[src/hw/rtl/segment_free_list_allocator_macros.svh]
// ----------------------------------------------------------------------------
// Segment free-list allocator assertion macros
// Shared concurrent assertion forms, clocked on clk and disabled in reset.
// ----------------------------------------------------------------------------
`ifndef SEGMENT_FREE_LIST_ALLOCATOR_MACROS_SVH
`define SEGMENT_FREE_LIST_ALLOCATOR_MACROS_SVH

// Same-cycle implication.
`define SFLA_ASSERT_NOW(lbl, ante, cons, msg) \
  lbl: assert property (@(posedge clk) disable iff (rst) (ante) |-> (cons)) else $error(msg);

// Next-cycle implication.
`define SFLA_ASSERT_NEXT(lbl, ante, cons, msg) \
  lbl: assert property (@(posedge clk) disable iff (rst) (ante) |=> (cons)) else $error(msg);

`endif

[src/hw/rtl/sfla_ram.sv]
// ----------------------------------------------------------------------------
// Segment table RAM
// One write port and one read port with registered read data.
// ----------------------------------------------------------------------------
`default_nettype none

module sfla_ram #(
  parameter int WIDTH = 64,
  parameter int DEPTH = 32
) (
  input  wire logic                     clk,
  input  wire logic                     we,
  input  wire logic [$clog2(DEPTH)-1:0] waddr,
  input  wire logic [WIDTH-1:0]         wdata,
  input  wire logic [$clog2(DEPTH)-1:0] raddr,
  output logic      [WIDTH-1:0]         rdata
);

  logic [WIDTH-1:0] mem [DEPTH];

  always_ff @(posedge clk) begin
    if (we) begin
      mem[waddr] <= wdata;
    end
  end

  always_ff @(posedge clk) begin
    rdata <= mem[raddr];
  end

endmodule

`default_nettype wire

[config.mk]
export PLATFORM = sky130hd
export DESIGN_NAME = sfla_ram
export DESIGN_NICKNAME = d
export VERILOG_FILES = /design/src/hw/rtl/segment_free_list_allocator_macros.svh /design/src/hw/rtl/sfla_ram.sv
export SDC_FILE = /design/constraint.sdc
export NUM_CORES = 2
export LEC_CHECK = 0
export BUFFER_PORTS_ARGS = -buffer_cell sky130_fd_sc_hd__buf_2
export CAP_MARGIN = 30
export CORE_ASPECT_RATIO = 1.1
export CORE_MARGIN = 5
export CORE_UTILIZATION = 50
export CTS_BUF_LIST = sky130_fd_sc_hd__clkbuf_2 sky130_fd_sc_hd__clkbuf_4 sky130_fd_sc_hd__clkbuf_8
export DETAILED_ROUTE_END_ITERATION = 10
export PLACE_DENSITY_LB_ADDON = 0.1
export SYNTH_ARGS = -nofsm -noshare
export SYNTH_HDL_FRONTEND = slang
export SYNTH_SLANG_ARGS = --single-unit
export TNS_END_PERCENT = 30
[constraint.sdc]
create_clock -name clk -period 9.5 [get_ports clk]
set_input_delay 0.475 -clock clk [delete_from_list [all_inputs] [get_ports clk]]
set_output_delay 0.475 -clock clk [all_outputs]
set_load 0.02 [all_outputs]
==> results.py <==
metrics = {
    "run_status": {
        "status": "finished, final reports clean",
    },
    "job": {
        "cap_violations": 0,
    },
    "yosys": {
        "yosys-top-cells-area": "edfxtp_1 78%, mux4_2 17%, dfxtp_1 1.6%",
        "synth_edf_count": 2048,
        "yosysMostFrequentCell": "edfxtp_1",
        "synth_cells": 3097,
        "yosysTopAreaCellShare": 0.779,
        "ys_types": 31,
        "async_flop_share": 0,
        "ys_seq_area_frac": 0.795,
        "synth.avg_cell_area_um2": 25.5,
        "yosys_most_used_dff": "edfxtp_1",
        "synth_warnings": 0,
        "synthesis.nets": 3173,
        "yosysTopAreaCell": "edfxtp_1",
        "synthTopCellsByCount": "2048 x edfxtp_1, 602 x mux4_2, 74 x mux2_2, 65 x buf_2, 64 x dfxtp_1",
        "synth_area_um2": 79000,
        "synth-seq-cells": 2112,
    },
    "sta": {
        "slew_violations": 0,
        "tns_ns": 0,
        "hold_viol": 0,
        "setup_viol_count_final": 0,
        "period_minus_slack_ns": 3.01,
        "fin_skew_ns": 0.0444,
        "relSlewSlack": 0.295,
        "fmax_ghz": 0.332,
        "tightestPinTransition_ns": 1.06,
        "fin_ws_ns": 6.49,
        "period_share": 0.317,
        "rsz0062_at_grt": "no",
    },
    "placed_design": {
        "port_buffers": 139,
        "pre_cts_ws_ns": 5.32,
        "place_area_um2": 82700,
        "dp_hpwl_mm": 95.1,
        "place.gp.congestion": 0.735,
    },
    "finish": {
        "area_growth_pct": 14.3,
        "multi_input_area_um2": 15700,
        "drive_gt1_frac": 0.392,
        "nFillCells": 11300,
        "regArea_um2": 62800,
        "final_net_count": 3661,
        "fin_area_um2": 90300,
    },
    "worst_setup_path": {
        "cpMaxStageDelayCell": "buf_4",
        "crit_required_ns": 10.40,
        "arrival_ns": 3.91,
        "critPathCaptureType": "register",
        "crit_fanout": 83,
        "critical_path_class": "in -> reg",
        "crit_chain": "buf_8 -> buf_12 -> buf_4 -> mux4_2 -> mux4_2 -> mux2_2",
        "crit_top_cell": "mux4_2",
        "critPathLaunchType": "input port",
        "max_stage_delay_ns": 0.82,
    },
    "cts": {
        "cts_tree": "yes",
        "ctsRootBufferMaster": "clkbuf_8",
        "clk_pin_slew_ns": 0.06,
        "post_cts_buffers": 0,
        "insertion_delay_ns": 1.02,
        "hold_buffers": 66,
        "clk_path_buf_depth": 4,
        "cts-resized-gates": 0,
        "numCtsBuffers": 339,
        "ctsHtreeMaxLevel": 5,
        "cts.sinks": 2112,
    },
    "pwr": {
        "leakage_nw": 28.6,
        "powerDensity_nw_per_um2": 212,
        "vdd_drop_max_mv": 0.103,
    },
    "die": {
        "die_y_um": 427,
        "core_area_um2": 158000,
        "die_x_um": 389,
        "rows": 153,
        "die-area_um2": 166000,
        "ioPinCount": 140,
        "initial_utilization": 0.501,
    },
    "global_route": {
        "grt_pass1_vias": 38500,
        "grt_antenna_before_repair": 12,
        "grt_pass1_wl_mm": 279,
        "grtUsageTotal": 0.239,
        "gr-total-overflow": 0,
        "grt_max_degree": 92,
    },
    "route": {
        "wl_per_cell_um": 33.0,
        "ant_nets": 0,
        "vias": 36300,
        "wl_mm": 196,
        "drc_errors": 0,
        "drt-initial-drc-count": 3862,
        "viasPerCell": 6.11,
        "drtPass1Iterations": 5,
    },
    "hold_path": {
        "hold_class": "in -> reg",
    },
}
[sequential cells by signal, summed over array words and instances (netlist names)]
register,count
mem,2048
rdata,64
[stage by stage]
step / util / hold WS [ns] / power [mW] / cells
finish: 0.573 / 0.170 / 19.2 / 5945
global route: 0.573 / 0.102 / 19.9 / 5941
CTS: 0.572 / 0.0831 / 19.3 / 5935
detailed placement: 0.525 / 0.784 / 11.5 / 5267
global placement: 0.524 / 0.832 / 11.5 / 5262
floorplan: - / 0.574 / 11.2 / 3097
[final cells by class]
class | count | area share
Antenna cell | 7 | 0.000194
Clock buffer | 521 | 0.0697
Clock inverter | 81 | 0.00596
Inverter | 1 | 0.0000416
Multi-Input combinational cell | 828 | 0.174
Sequential cell | 2112 | 0.696
Tap cell | 2092 | 0.0290
Timing Repair Buffer | 303 | 0.0257
[worst paths after layout]
kind	from	to	slack, ns	cells after the start
hold reg to reg	mem[4][0]	rdata[0]	0.80	3
hold / removal	raddr[1]	rdata[5]	0.17	2
setup / recovery	raddr[0]	rdata[58]	6.49	6
setup reg to reg	mem[31][45]	rdata[45]	7.63	3
[cell usage in the layout (no fill, tap or decap), drive strengths merged]
cell type,synthesis,final
a22o,1,1
bufinv,0,7
diode,0,7
edfxtp,2048,2048
or3,1,1
o31a,3,3
a211oi,3,3
o211ai,3,3
a221oi,12,12
mux4,602,602
dlygate4sd3,0,66
dfxtp,64,64
nand2,3,3
a22oi,3,3
o2bb2ai,3,3
clkinvlp,0,1
nor2,41,41
buf,101,237
and2,4,4
mux2,74,74
or3b,2,2
clkinv,0,72
nand3,2,2
inv,1,2
nand3b,5,5
mux2i,38,38
nand2b,2,2
nor2b,4,4
o21ai,9,9
o221ai,3,3
o22ai,10,10
clkbuf,55,521
[worst max-delay path: cells and delay by family]
family / cells / cell delay [ns]
multiplexers: 3 / 1.35
buffers and inverters: 3 / 1.92
[power by group]
part	internal (mW)	switching, mW
clock network	4.40	3.41
registers	10.4	0.0445
logic	0.404	0.542
total	15.2	3.99
[cell families (layout without fill, tap and decap cells)]
family	Yosys count	after routing	synth area share
other cells	0	7	0
buf+inv	157	906	0.00944
simple gates	64	64	0.00379
compound gates	50	50	0.00466
flops	2112	2112	0.795
mux	714	714	0.187
[metal layers]
metal	global-route usage	part of all wire
met3	0.0514	0.076
met2	0.380	0.49
met5	0	0.00017
met4	0.0592	0.019
met1	0.345	0.42
(Power assumes the default switching activity.)
